--- src/hw/rtl/otm_pkg.sv ---
// ----------------------------------------------------------------------------
// OS timer package
// Shared types, register codes and sizes for the OS timer with match
// channels and watchdog.
// ----------------------------------------------------------------------------
package otm_pkg;

    localparam int NUM_CHANNELS = 4;
    localparam int MAX_CHANNELS = 4;

    localparam logic [1:0] REQ_TICK  = 2'd0;
    localparam logic [1:0] REQ_READ  = 2'd1;
    localparam logic [1:0] REQ_WRITE = 2'd2;

    localparam logic [1:0] SIZE_BYTE = 2'd0;
    localparam logic [1:0] SIZE_HALF = 2'd1;
    localparam logic [1:0] SIZE_WORD = 2'd2;

    localparam logic [2:0] REG_MATCH0 = 3'd0;
    localparam logic [2:0] REG_MATCH1 = 3'd1;
    localparam logic [2:0] REG_MATCH2 = 3'd2;
    localparam logic [2:0] REG_MATCH3 = 3'd3;
    localparam logic [2:0] REG_COUNT  = 3'd4;
    localparam logic [2:0] REG_STATUS = 3'd5;
    localparam logic [2:0] REG_WDOG   = 3'd6;
    localparam logic [2:0] REG_IRQEN  = 3'd7;

    localparam logic [15:0] TICK_DIV_RESET = 16'd1;

    typedef logic [31:0]             word_t;
    typedef logic [MAX_CHANNELS-1:0] chan_mask_t;

    typedef struct packed {
        logic [1:0]  req_type;
        logic [15:0] offset;
        logic [1:0]  access_size;
        logic [31:0] write_data;
    } req_t;

    typedef struct packed {
        logic [31:0] read_data;
        logic [3:0]  irq_lines;
        logic        reset_request;
        logic        access_error;
    } rsp_t;

    typedef struct packed {
        chan_mask_t irq_enable;
        chan_mask_t match_status;
    } chan_ctrl_t;

endpackage

--- src/hw/rtl/otm_req_if.sv ---
// ----------------------------------------------------------------------------
// OS timer request channel
// Valid/ready channel that carries one tick or bus access per transfer.
// ----------------------------------------------------------------------------
interface otm_req_if
    import otm_pkg::*;
();
    logic valid;
    logic ready;
    req_t data;

    modport source (output valid, output data, input ready);
    modport sink (input valid, input data, output ready);
endinterface

--- src/hw/rtl/otm_rsp_if.sv ---
// ----------------------------------------------------------------------------
// OS timer response channel
// Valid/ready channel that carries one result per request transfer.
// ----------------------------------------------------------------------------
interface otm_rsp_if
    import otm_pkg::*;
();
    logic valid;
    logic ready;
    rsp_t data;

    modport source (output valid, output data, input ready);
    modport sink (input valid, input data, output ready);
endinterface

--- src/hw/rtl/os_timer_match_watchdog.sv ---
// ----------------------------------------------------------------------------
// OS timer with match channels and watchdog
// Free-running counter with prescaler, four match channels, sticky status,
// interrupt enables and a write-once watchdog, behind eight word registers.
// ----------------------------------------------------------------------------
//  Channel   Direction  Contents
//  req_ch    in         tick, read or write: req_type, offset, size, data
//  rsp_ch    out        read_data, irq_lines, reset_request, access_error
//  cfg       in         tick_divider write (cfg_we, cfg_wdata)
//
// Each transfer is handled in the cycle it is accepted; its result appears in
// the output register on the next cycle, and one transfer per cycle is
// sustained. The request side stalls only while a result waits and the
// response side is not ready. Reset clears all timer state and sets the
// divider to one.
// ----------------------------------------------------------------------------
module os_timer_match_watchdog
    import otm_pkg::*;
(
    input  logic        clk,
    input  logic        rst_n,
    input  logic        cfg_we,
    input  logic [15:0] cfg_wdata,
    otm_req_if.sink     req_ch,
    otm_rsp_if.source   rsp_ch
);

    logic [15:0] tick_div_reg;
    word_t       count_reg, count_next;
    logic [15:0] prescale_reg, prescale_next;
    word_t       match_reg [MAX_CHANNELS];
    word_t       match_next [MAX_CHANNELS];
    word_t       anchor_reg [MAX_CHANNELS];
    word_t       anchor_next [MAX_CHANNELS];
    chan_mask_t  status_reg, status_next;
    logic        wdog_reg, wdog_next;
    chan_mask_t  irq_en_reg, irq_en_next;
    chan_mask_t  irq_reg, irq_next;
    logic        rsp_valid_reg, rsp_valid_next;
    rsp_t        rsp_data_reg, rsp_data_next;

    logic        accept;
    req_t        req;
    logic [2:0]  word_idx;
    logic [4:0]  shift;
    word_t       size_mask;
    word_t       cur_word;
    word_t       wr_word;
    logic        decode_ok;
    logic [15:0] divider;
    logic [15:0] prescale_inc;
    word_t       count_tick;
    chan_mask_t  hit;
    chan_mask_t  cleared;
    logic        wdog_hit;
    chan_ctrl_t  chan_ctrl;

    assign req    = req_ch.data;
    assign accept = req_ch.valid && req_ch.ready;
    assign req_ch.ready = !rsp_valid_reg || rsp_ch.ready;
    assign rsp_ch.valid = rsp_valid_reg;
    assign rsp_ch.data  = rsp_data_reg;

    assign word_idx  = req.offset[4:2];
    assign shift     = {req.offset[1:0], 3'b000};
    assign decode_ok = (req.offset[15:5] == 11'd0);

    always_comb
    begin
        case (req.access_size)
            SIZE_HALF: size_mask = 32'h0000_FFFF;
            SIZE_WORD: size_mask = 32'hFFFF_FFFF;
            default:   size_mask = 32'h0000_00FF;
        endcase
    end

    always_comb
    begin
        case (word_idx)
            REG_MATCH0: cur_word = match_reg[0];
            REG_MATCH1: cur_word = match_reg[1];
            REG_MATCH2: cur_word = match_reg[2];
            REG_MATCH3: cur_word = match_reg[3];
            REG_COUNT:  cur_word = count_reg;
            REG_STATUS: cur_word = {28'd0, status_reg};
            REG_WDOG:   cur_word = {31'd0, wdog_reg};
            REG_IRQEN:  cur_word = {28'd0, irq_en_reg};
            default:    cur_word = 32'd0;
        endcase
    end

    assign wr_word = (req.access_size == SIZE_WORD) ? req.write_data
                   : ((cur_word & ~(size_mask << shift))
                      | ((req.write_data & size_mask) << shift));

    assign divider      = (tick_div_reg == 16'd0) ? 16'd1 : tick_div_reg;
    assign prescale_inc = prescale_reg + 16'd1;
    assign count_tick   = (prescale_inc >= divider) ? count_reg + 32'd1 : count_reg;

    assign chan_ctrl.irq_enable   = irq_en_reg;
    assign chan_ctrl.match_status = status_reg;

    otm_match_unit u_match (
        .count_value (count_tick),
        .match_value (match_reg),
        .arm_anchor  (anchor_reg),
        .ctrl        (chan_ctrl),
        .hit         (hit)
    );

    assign wdog_hit = hit[MAX_CHANNELS-1] && wdog_reg;
    assign cleared  = status_reg & wr_word[MAX_CHANNELS-1:0];

    always_comb
    begin
        count_next    = count_reg;
        prescale_next = prescale_reg;
        match_next    = match_reg;
        anchor_next   = anchor_reg;
        status_next   = status_reg;
        wdog_next     = wdog_reg;
        irq_en_next   = irq_en_reg;
        irq_next      = irq_reg;
        rsp_data_next = rsp_data_reg;

        if (accept)
        begin
            rsp_data_next.read_data     = 32'd0;
            rsp_data_next.reset_request = 1'b0;
            rsp_data_next.access_error  = 1'b0;
            case (req.req_type)
                REQ_TICK:
                begin
                    prescale_next = (prescale_inc >= divider) ? 16'd0 : prescale_inc;
                    count_next    = count_tick;
                    status_next   = status_reg | hit;
                    rsp_data_next.reset_request = wdog_hit;
                    if (!wdog_hit)
                    begin
                        irq_next = irq_reg | hit;
                    end
                end
                REQ_READ:
                begin
                    rsp_data_next.access_error = !decode_ok;
                    if (decode_ok)
                    begin
                        rsp_data_next.read_data = (cur_word >> shift) & size_mask;
                    end
                end
                REQ_WRITE:
                begin
                    rsp_data_next.access_error = !decode_ok;
                    if (decode_ok)
                    begin
                        case (word_idx)
                            REG_MATCH0, REG_MATCH1, REG_MATCH2, REG_MATCH3:
                            begin
                                match_next[word_idx[1:0]]  = wr_word;
                                anchor_next[word_idx[1:0]] = count_reg;
                            end
                            REG_COUNT:
                            begin
                                count_next    = wr_word;
                                prescale_next = 16'd0;
                            end
                            REG_STATUS:
                            begin
                                status_next = status_reg & ~cleared;
                                irq_next    = irq_reg & ~cleared;
                                for (int n = 0; n < MAX_CHANNELS; n++)
                                begin
                                    if (cleared[n])
                                    begin
                                        anchor_next[n] = count_reg;
                                    end
                                end
                            end
                            REG_WDOG:
                            begin
                                wdog_next = wdog_reg | wr_word[0];
                            end
                            REG_IRQEN:
                            begin
                                irq_en_next = wr_word[MAX_CHANNELS-1:0];
                            end
                            default:
                            begin
                                wdog_next = wdog_reg;
                            end
                        endcase
                    end
                end
                default:
                begin
                    rsp_data_next.read_data = 32'd0;
                end
            endcase
            rsp_data_next.irq_lines = irq_next;
        end
    end

    always_comb
    begin
        if (accept)
        begin
            rsp_valid_next = 1'b1;
        end
        else if (rsp_ch.ready)
        begin
            rsp_valid_next = 1'b0;
        end
        else
        begin
            rsp_valid_next = rsp_valid_reg;
        end
    end

    always_ff @(posedge clk or negedge rst_n)
    begin
        if (!rst_n)
        begin
            tick_div_reg  <= TICK_DIV_RESET;
            count_reg     <= '0;
            prescale_reg  <= '0;
            match_reg     <= '{default: '0};
            anchor_reg    <= '{default: '0};
            status_reg    <= '0;
            wdog_reg      <= 1'b0;
            irq_en_reg    <= '0;
            irq_reg       <= '0;
            rsp_valid_reg <= 1'b0;
        end
        else
        begin
            if (cfg_we)
            begin
                tick_div_reg <= cfg_wdata;
            end
            count_reg     <= count_next;
            prescale_reg  <= prescale_next;
            match_reg     <= match_next;
            anchor_reg    <= anchor_next;
            status_reg    <= status_next;
            wdog_reg      <= wdog_next;
            irq_en_reg    <= irq_en_next;
            irq_reg       <= irq_next;
            rsp_valid_reg <= rsp_valid_next;
        end
    end

    always_ff @(posedge clk)
    begin
        rsp_data_reg <= rsp_data_next;
    end

endmodule

--- src/hw/rtl/otm_match_unit.sv ---
// ----------------------------------------------------------------------------
// OS timer match unit
// Forward-crossing test of every enabled, idle channel against the counter.
// ----------------------------------------------------------------------------
module otm_match_unit
    import otm_pkg::*;
(
    input  word_t      count_value,
    input  word_t      match_value [MAX_CHANNELS],
    input  word_t      arm_anchor [MAX_CHANNELS],
    input  chan_ctrl_t ctrl,
    output chan_mask_t hit
);

    word_t elapsed  [MAX_CHANNELS];
    word_t distance [MAX_CHANNELS];

    always_comb
    begin
        for (int n = 0; n < MAX_CHANNELS; n++)
        begin
            elapsed[n]  = count_value - arm_anchor[n];
            distance[n] = match_value[n] - arm_anchor[n];
            hit[n] = (n < NUM_CHANNELS) && ctrl.irq_enable[n] && !ctrl.match_status[n]
                     && (elapsed[n] >= distance[n]);
        end
    end

endmodule

--- src/flat_wrapper.sv ---
// flat-port wrapper written by rule: the top's interface ports become plain ports
module os_timer_match_watchdog_flat import otm_pkg::*;
  (clk, rst_n, cfg_we, cfg_wdata, req_ch_valid, req_ch_data, req_ch_ready, rsp_ch_valid, rsp_ch_data, rsp_ch_ready);
  otm_req_if req_ch_i ();
  otm_rsp_if rsp_ch_i ();
  input  logic clk;
  input  logic rst_n;
  input  logic cfg_we;
  input  logic [15:0] cfg_wdata;
  input wire logic [$bits(req_ch_i.valid)-1:0] req_ch_valid;
  input wire logic [$bits(req_ch_i.data)-1:0] req_ch_data;
  output wire logic [$bits(req_ch_i.ready)-1:0] req_ch_ready;
  output wire logic [$bits(rsp_ch_i.valid)-1:0] rsp_ch_valid;
  output wire logic [$bits(rsp_ch_i.data)-1:0] rsp_ch_data;
  input wire logic [$bits(rsp_ch_i.ready)-1:0] rsp_ch_ready;
  assign req_ch_i.valid = req_ch_valid;
  assign req_ch_i.data = req_ch_data;
  assign req_ch_ready = req_ch_i.ready;
  assign rsp_ch_valid = rsp_ch_i.valid;
  assign rsp_ch_data = rsp_ch_i.data;
  assign rsp_ch_i.ready = rsp_ch_ready;
  os_timer_match_watchdog u_core (.clk(clk), .rst_n(rst_n), .cfg_we(cfg_we), .cfg_wdata(cfg_wdata), .req_ch(req_ch_i), .rsp_ch(rsp_ch_i));
endmodule
--- config.mk ---
export PLATFORM = sky130hd
export DESIGN_NAME = os_timer_match_watchdog_flat
export DESIGN_NICKNAME = d
export VERILOG_FILES = /design/src/hw/rtl/otm_pkg.sv /design/src/hw/rtl/otm_req_if.sv /design/src/hw/rtl/otm_rsp_if.sv /design/src/hw/rtl/os_timer_match_watchdog.sv /design/src/hw/rtl/otm_match_unit.sv /design/src/flat_wrapper.sv
export SDC_FILE = /design/constraint.sdc
export NUM_CORES = 1
export LEC_CHECK = 0
export BUFFER_PORTS_ARGS = -buffer_cell sky130_fd_sc_hd__buf_2
export CAP_MARGIN = 10
export CORE_AREA = 2 2 256 258
export DETAILED_ROUTE_END_ITERATION = 7
export DIE_AREA = 0 0 258 260
export HOLD_SLACK_MARGIN = 0.12
export PLACE_DENSITY = 0.79
export SYNTH_ARGS = -nofsm -noshare
export SYNTH_HDL_FRONTEND = slang
export SYNTH_SLANG_ARGS = --single-unit
--- constraint.sdc ---
create_clock -name clk -period 9.7 [get_ports clk]
set_input_delay 0 -clock clk [delete_from_list [all_inputs] [get_ports clk]]
set_output_delay 0 -clock clk [all_outputs]
set_load 0.01 [all_outputs]
==> results of run 1 <==
[worst min-delay path by stage]
stage | from | to
finish | req_ch_data[47] | u_core.rsp_ch.data[25]
global route | req_ch_data[48] | u_core.rsp_ch.data[25]
CTS | req_ch_data[48] | u_core.rsp_ch.data[24]
detailed placement | rst_n | u_core.anchor_reg[90]
global placement | rst_n | u_core.anchor_reg[91]
floorplan | rst_n | u_core.anchor_reg[0]
[cells in the final DEF, fill, tap and decap left out, drive strengths merged, types with 100 or more instances in the layout]
cell / instances
a21o: 171
a21oi: 260
buf: 157
dfrtp: 333
ha: 398
inv: 235
mux2: 100
nand2: 370
nor2: 213
o21ai: 354
xnor2: 178
[stage by stage]
step	instance area (um2)	util	hold slack, ns	power [mW]	setup slack [ns]
2_1_floorplan	33100	-	-0.296	2.57	1.86
3_3_place_gp	34500	0.537	-0.000920	2.91	0.814
3_5_place_dp	34500	0.537	0.00474	2.93	0.643
4_1_cts	36800	0.574	0.143	4.64	0.599
5_1_grt	36800	0.575	0.216	4.88	0.0195
6_report	36800	0.575	0.143	4.68	0.415
[cells by family (layout without fill, tap and decap cells)]
family / count (synthesis) / count (layout) / share of synthesized area
AOI/OAI and AO/OA: 1149 / 1149 / 0.222
xor gates and xnor gates: 274 / 274 / 0.0730
adders and majority gates: 406 / 406 / 0.155
buffers and inverters: 375 / 556 / 0.0454
DFF: 372 / 372 / 0.287
muxes: 174 / 174 / 0.0698
other: 0 / 2 / 0
and+or+nand+nor: 1015 / 1015 / 0.147
[timing repair]
item,CTS,global route
hold endpoints to repair,257,0
hold buffers,94,0
resized for setup,0,1
endpoints found under the setup margin,0,5
[power groups by stage]
stage / registers [mW] / clock network (mW) / logic [mW]
finish: 1.66 / 1.69 / 1.33
global route: 1.66 / 1.76 / 1.46
CTS: 1.65 / 1.69 / 1.30
detailed placement: 1.68 / 0 / 1.25
global placement: 1.68 / 0 / 1.23
floorplan: 1.65 / 0 / 0.922
[critical path, delay by kind of cell (launching register included)]
kind / cells / cell delay [ns]
AOI/OAI and AO/OA: 15 / 4.17
xor gates and xnor gates: 3 / 0.95
DFF: 1 / 0.43
buffers and inverters: 1 / 0.29
and+or+nand+nor: 10 / 1.96
adders and majority gates: 4 / 1.23
[routing by layer]
metal	up-vias	global-route usage	share of wire
li1	14000	-	-
met1	14600	0.412	0.41
met2	1463	0.508	0.45
met3	298	0.0488	0.092
met4	2	0.144	0.051
met5	-	0	0.00014
[cell type report]
type | instances | area share
antenna | 2 | 0.000136
clock buffer | 53 | 0.0303
clock inverter | 20 | 0.00815
inverter | 233 | 0.0237
multi-input combinational | 3018 | 0.600
sequential | 372 | 0.258
tap | 855 | 0.0290
timing repair buffer | 250 | 0.0505
==> flow_summary.ini, run 1 <==
[sta]
skew_ns = 0.0308
hold_viol_final = 0
setup_viol = 0
fmax_ghz = 0.108
relSlewSlack = 0.0430
rsz0062_at_grt = false
maxSlewViolCount = 0
worst_slew_pin_slew_ns = 1.44
setup_tns_ns = 0
fin_crit_sh = 0.957
finalCriticalPeriod_ns = 9.29

[drt]
ant_nets = 0
vias_per_cell = 6.31
wl_um = 107000
drtIter0Drc = 2684
drc = 0
vias = 30300
first_pass_iters = 8
wl_per_cell_um = 22.2

[placed_design]
place.gp.congestion = 0.999
portBuffers = 112
dp_hpwl_um = 81400
dp_cells = 4634

[worst_setup_path]
crit_fanout = 13
r2r_cells = 33
worst_setup_path_end_kind = flop
r2r_start = u_core.prescale_reg[0]
worst_ep_arrival_time_ns = 9.61
crit_end = u_core.rsp_ch.data[3]
crit_type = reg2reg
timing.rr.end = u_core.rsp_ch.data[3]
rrSetupSlack_ns = 0.41
cp.required_ns = 10.02
slowest_delay_ns = 0.66
cp_slowest_cell = a211oi_1
start_kind = flop
crit_start = u_core.prescale_reg[0]

[synthesis]
ys_seq_area_frac = 0.287
async_flop_share = 0.898
synth_fp_nets = 4244
synth_enable_flop_cells = 38
ys_seq_elements = 372
ys_top_cells_by_area = dfrtp_1 25%, ha_1 15%, o21ai_0 5.1%, xnor2_1 4.7%, nand2_1 4.2%
ys.flop_type = dfrtp_1
synth.most_common_cell = ha_1
yosysWarnings = 0
synth_cell_types = 98
synth_top_area_share = 0.252
yosysTopAreaCell = dfrtp_1
synthTopCellsByCount = 398 x ha_1, 369 x nand2_1, 334 x o21ai_0
synth_area_per_cell_um2 = 8.78
synthCells = 3765
netlist_area_um2 = 33100

[pwr]
power_frac_comb = 0.283
p_leak_nw = 17.5
ir_worst_vdd_mv = 0.168
seq_power_share = 0.355
internal_power_mw = 3.17
power.clock.fraction = 0.362
p_sw_frac = 0.323
p_sw_mw = 1.51
power-per-cell-area_nw_per_um2 = 127

[clocking]
cts.clk_slew.worst_paths_ns = 0.07
htreeDepth = 2
cts_root_buf = clkbuf_16
cts_setup_buffers = 0
cts_buffers = 40
insertion_delay_ns = 0.58
tritoncts = yes
numClockSinks = 372
cts_buffer_depth = 3

[global_route]
overflow = 0
first_global_vias = 29400
grt_max_degree = 74
grt_first_pass_wirelength_um = 165000
antenna_found_initial = 5
track_usage = 0.313

[outcome]
status = completed

[die]
io_pins = 113
row_count = 93
die-height_um = 260
core_area_um2 = 64100
die_w_um = 258
start_util = 0.516
die_area_um2 = 67100

[flow_run]
cap_violations = 0

[final_layout]
seq_area_um2 = 9500
area_growth_pct = 11.4
stdcell_count = 4803
multi_input_area_um2 = 22100
nFillCells = 5483
final_net_count = 4394
drive_gt1_frac = 0.107

[hold_path]
holdPathStages = 4
min_path_type = in2reg
Note: power is estimated with default switching activity, not from simulation.
==> inputs of run 2 (changes only) <==
==> constraint.sdc (replaced) <==
create_clock -name clk -period 9.7 [get_ports clk]
set_input_delay 1.455 -clock clk [delete_from_list [all_inputs] [get_ports clk]]
set_output_delay 1.455 -clock clk [all_outputs]
set_load 0.01 [all_outputs]
==> flow_summary.ini, run 2 (synthesis gave the netlist of run 1 again) <==
[sta]
fin_crit_sh = 0.950
rsz0062_at_grt = false
setup_tns_ns = 0
fin_ws_ns = 0.490
worst_slew_pin_slew_ns = 1.31
finalCriticalPeriod_ns = 9.21
maxSlewViolCount = 0
hold_viol_final = 0
fmax_ghz = 0.109
setup_viol = 0
relSlewSlack = 0.129
skew_ns = 0.0157

[clocking]
insertion_delay_ns = 0.58
cts_buffers = 40
tritoncts = yes
cts_buffer_depth = 3
cts.clk_slew.worst_paths_ns = 0.06
numClockSinks = 372
htreeDepth = 2
ctsHoldBuffers = 0
cts_setup_buffers = 0
cts_root_buf = clkbuf_16
post_cts_resized = 0

[die]
core_area_um2 = 64100
start_util = 0.516
row_count = 93
die_area_um2 = 67100
die-height_um = 260
die_w_um = 258
io_pins = 113

[outcome]
status = completed

[drt]
wl_um = 103000
vias_per_cell = 6.28
vias = 29600
ant_nets = 0
drtIter0Drc = 2683
first_pass_iters = 6
drc = 0
wl_per_cell_um = 21.9

[worst_setup_path]
crit_fanout = 8
start_kind = flop
cp.required_ns = 10.03
slowest_delay_ns = 0.76
cp_slowest_cell = a41oi_2
worst_ep_arrival_time_ns = 9.54
worst_setup_path_end_kind = flop
crit_type = reg2reg

[pwr]
ir_worst_vdd_mv = 0.200
power-per-cell-area_nw_per_um2 = 129
p_leak_nw = 17.1

[global_route]
first_global_vias = 28400
track_usage = 0.303
antenna_found_initial = 1
grt_max_degree = 87
overflow = 0
grt_first_pass_wirelength_um = 159000

[final_layout]
layout_common_cells = 398 x ha_1, 365 x nand2_1, 334 x o21ai_0, 333 x dfrtp_1, 254 x a21oi_1
drive_gt1_frac = 0.111
final_net_count = 4304
nFillCells = 5619
area_growth_pct = 8.62
mostFrequentLayoutCell = ha_1

[placed_design]
place_ws_ns = 0.733
place.gp.congestion = 1.00
portBuffers = 112
dp_hpwl_um = 81300

[hold_path]
min_path_type = reg2reg

[flow_run]
cap_violations = 0
==> run 2: cell count changes in the layout (fill, tap and decap cells not counted), moves of 2 or more <==
cell	change
clkbuf_8	+4
clkinv_4	-2
clkbuf_1	-6
clkinv_2	+2
clkinvlp_4	+3
inv_6	-2
dlygate4sd3_1	-93
buf_4	+3
==> run 2: stage by stage <==
stage	hold slack, ns	utilization	std cells	instance area [um2]	total power, mW
after floorplan	0.459	-	3765	33100	2.57
after global placement	0.482	0.538	4637	34500	2.91
after detailed placement	0.494	0.538	4637	34500	2.94
after CTS	0.508	0.560	4709	35900	4.61
after global routing	0.515	0.560	4710	35900	4.84
final	0.506	0.560	4711	35900	4.62
==> run 2: layer usage <==
metal	global-route usage	wire, um	vias up
met5	0	13	-
met4	0.143	5240	2
met3	0.0612	10900	275
met2	0.479	45200	1452
met1	0.401	41700	14100
li1	-	-	13800
==> run 2: path summary, 6_finish.rpt <==
kind,start,endpoint,slack (ns),cells after the start
setup / recovery,u_core.prescale_reg[0],u_core.rsp_ch.data[3],0.49,32
hold / removal,u_core.anchor_reg[102],u_core.anchor_reg[102],0.51,1
setup reg to reg,u_core.prescale_reg[0],u_core.rsp_ch.data[3],0.49,32
hold reg to reg,u_core.anchor_reg[102],u_core.anchor_reg[102],0.51,1
max in group asynchronous,rst_n,u_core.prescale_reg[7],7.29,2
min in group asynchronous,rst_n,u_core.anchor_reg[89],0.86,1
==> run 2: final cells by class <==
| cell class | count | area (um2) | area share |
|---|---|---|---|
| inverter | 233 | 875 | 0.0244 |
| timing repair buffer | 160 | 928 | 0.0259 |
| multi-input combinational | 3018 | 22100 | 0.616 |
| clock inverter | 21 | 282 | 0.00784 |
| antenna | 1 | 2.50 | 0.0000697 |
| tap | 855 | 1070 | 0.0298 |
| sequential | 372 | 9500 | 0.265 |
| clock buffer | 51 | 1150 | 0.0319 |
==> run 2: critical path: cells and delay by family (launching register included) <==
kind,cells,cell delay (ns)
compound gates,16,4.73
xor+xnor,3,0.56
fa+ha+maj,4,1.33
flops,1,0.44
simple gates,9,1.89
==> run 2: where the power goes <==
part / switching (mW) / leakage, nW / internal (mW) / total [mW]
Combinational: 0.746 / 11.6 / 0.533 / 1.28
Sequential: 0.0574 / 4.81 / 1.60 / 1.66
Clock: 0.685 / 0.694 / 1.00 / 1.69
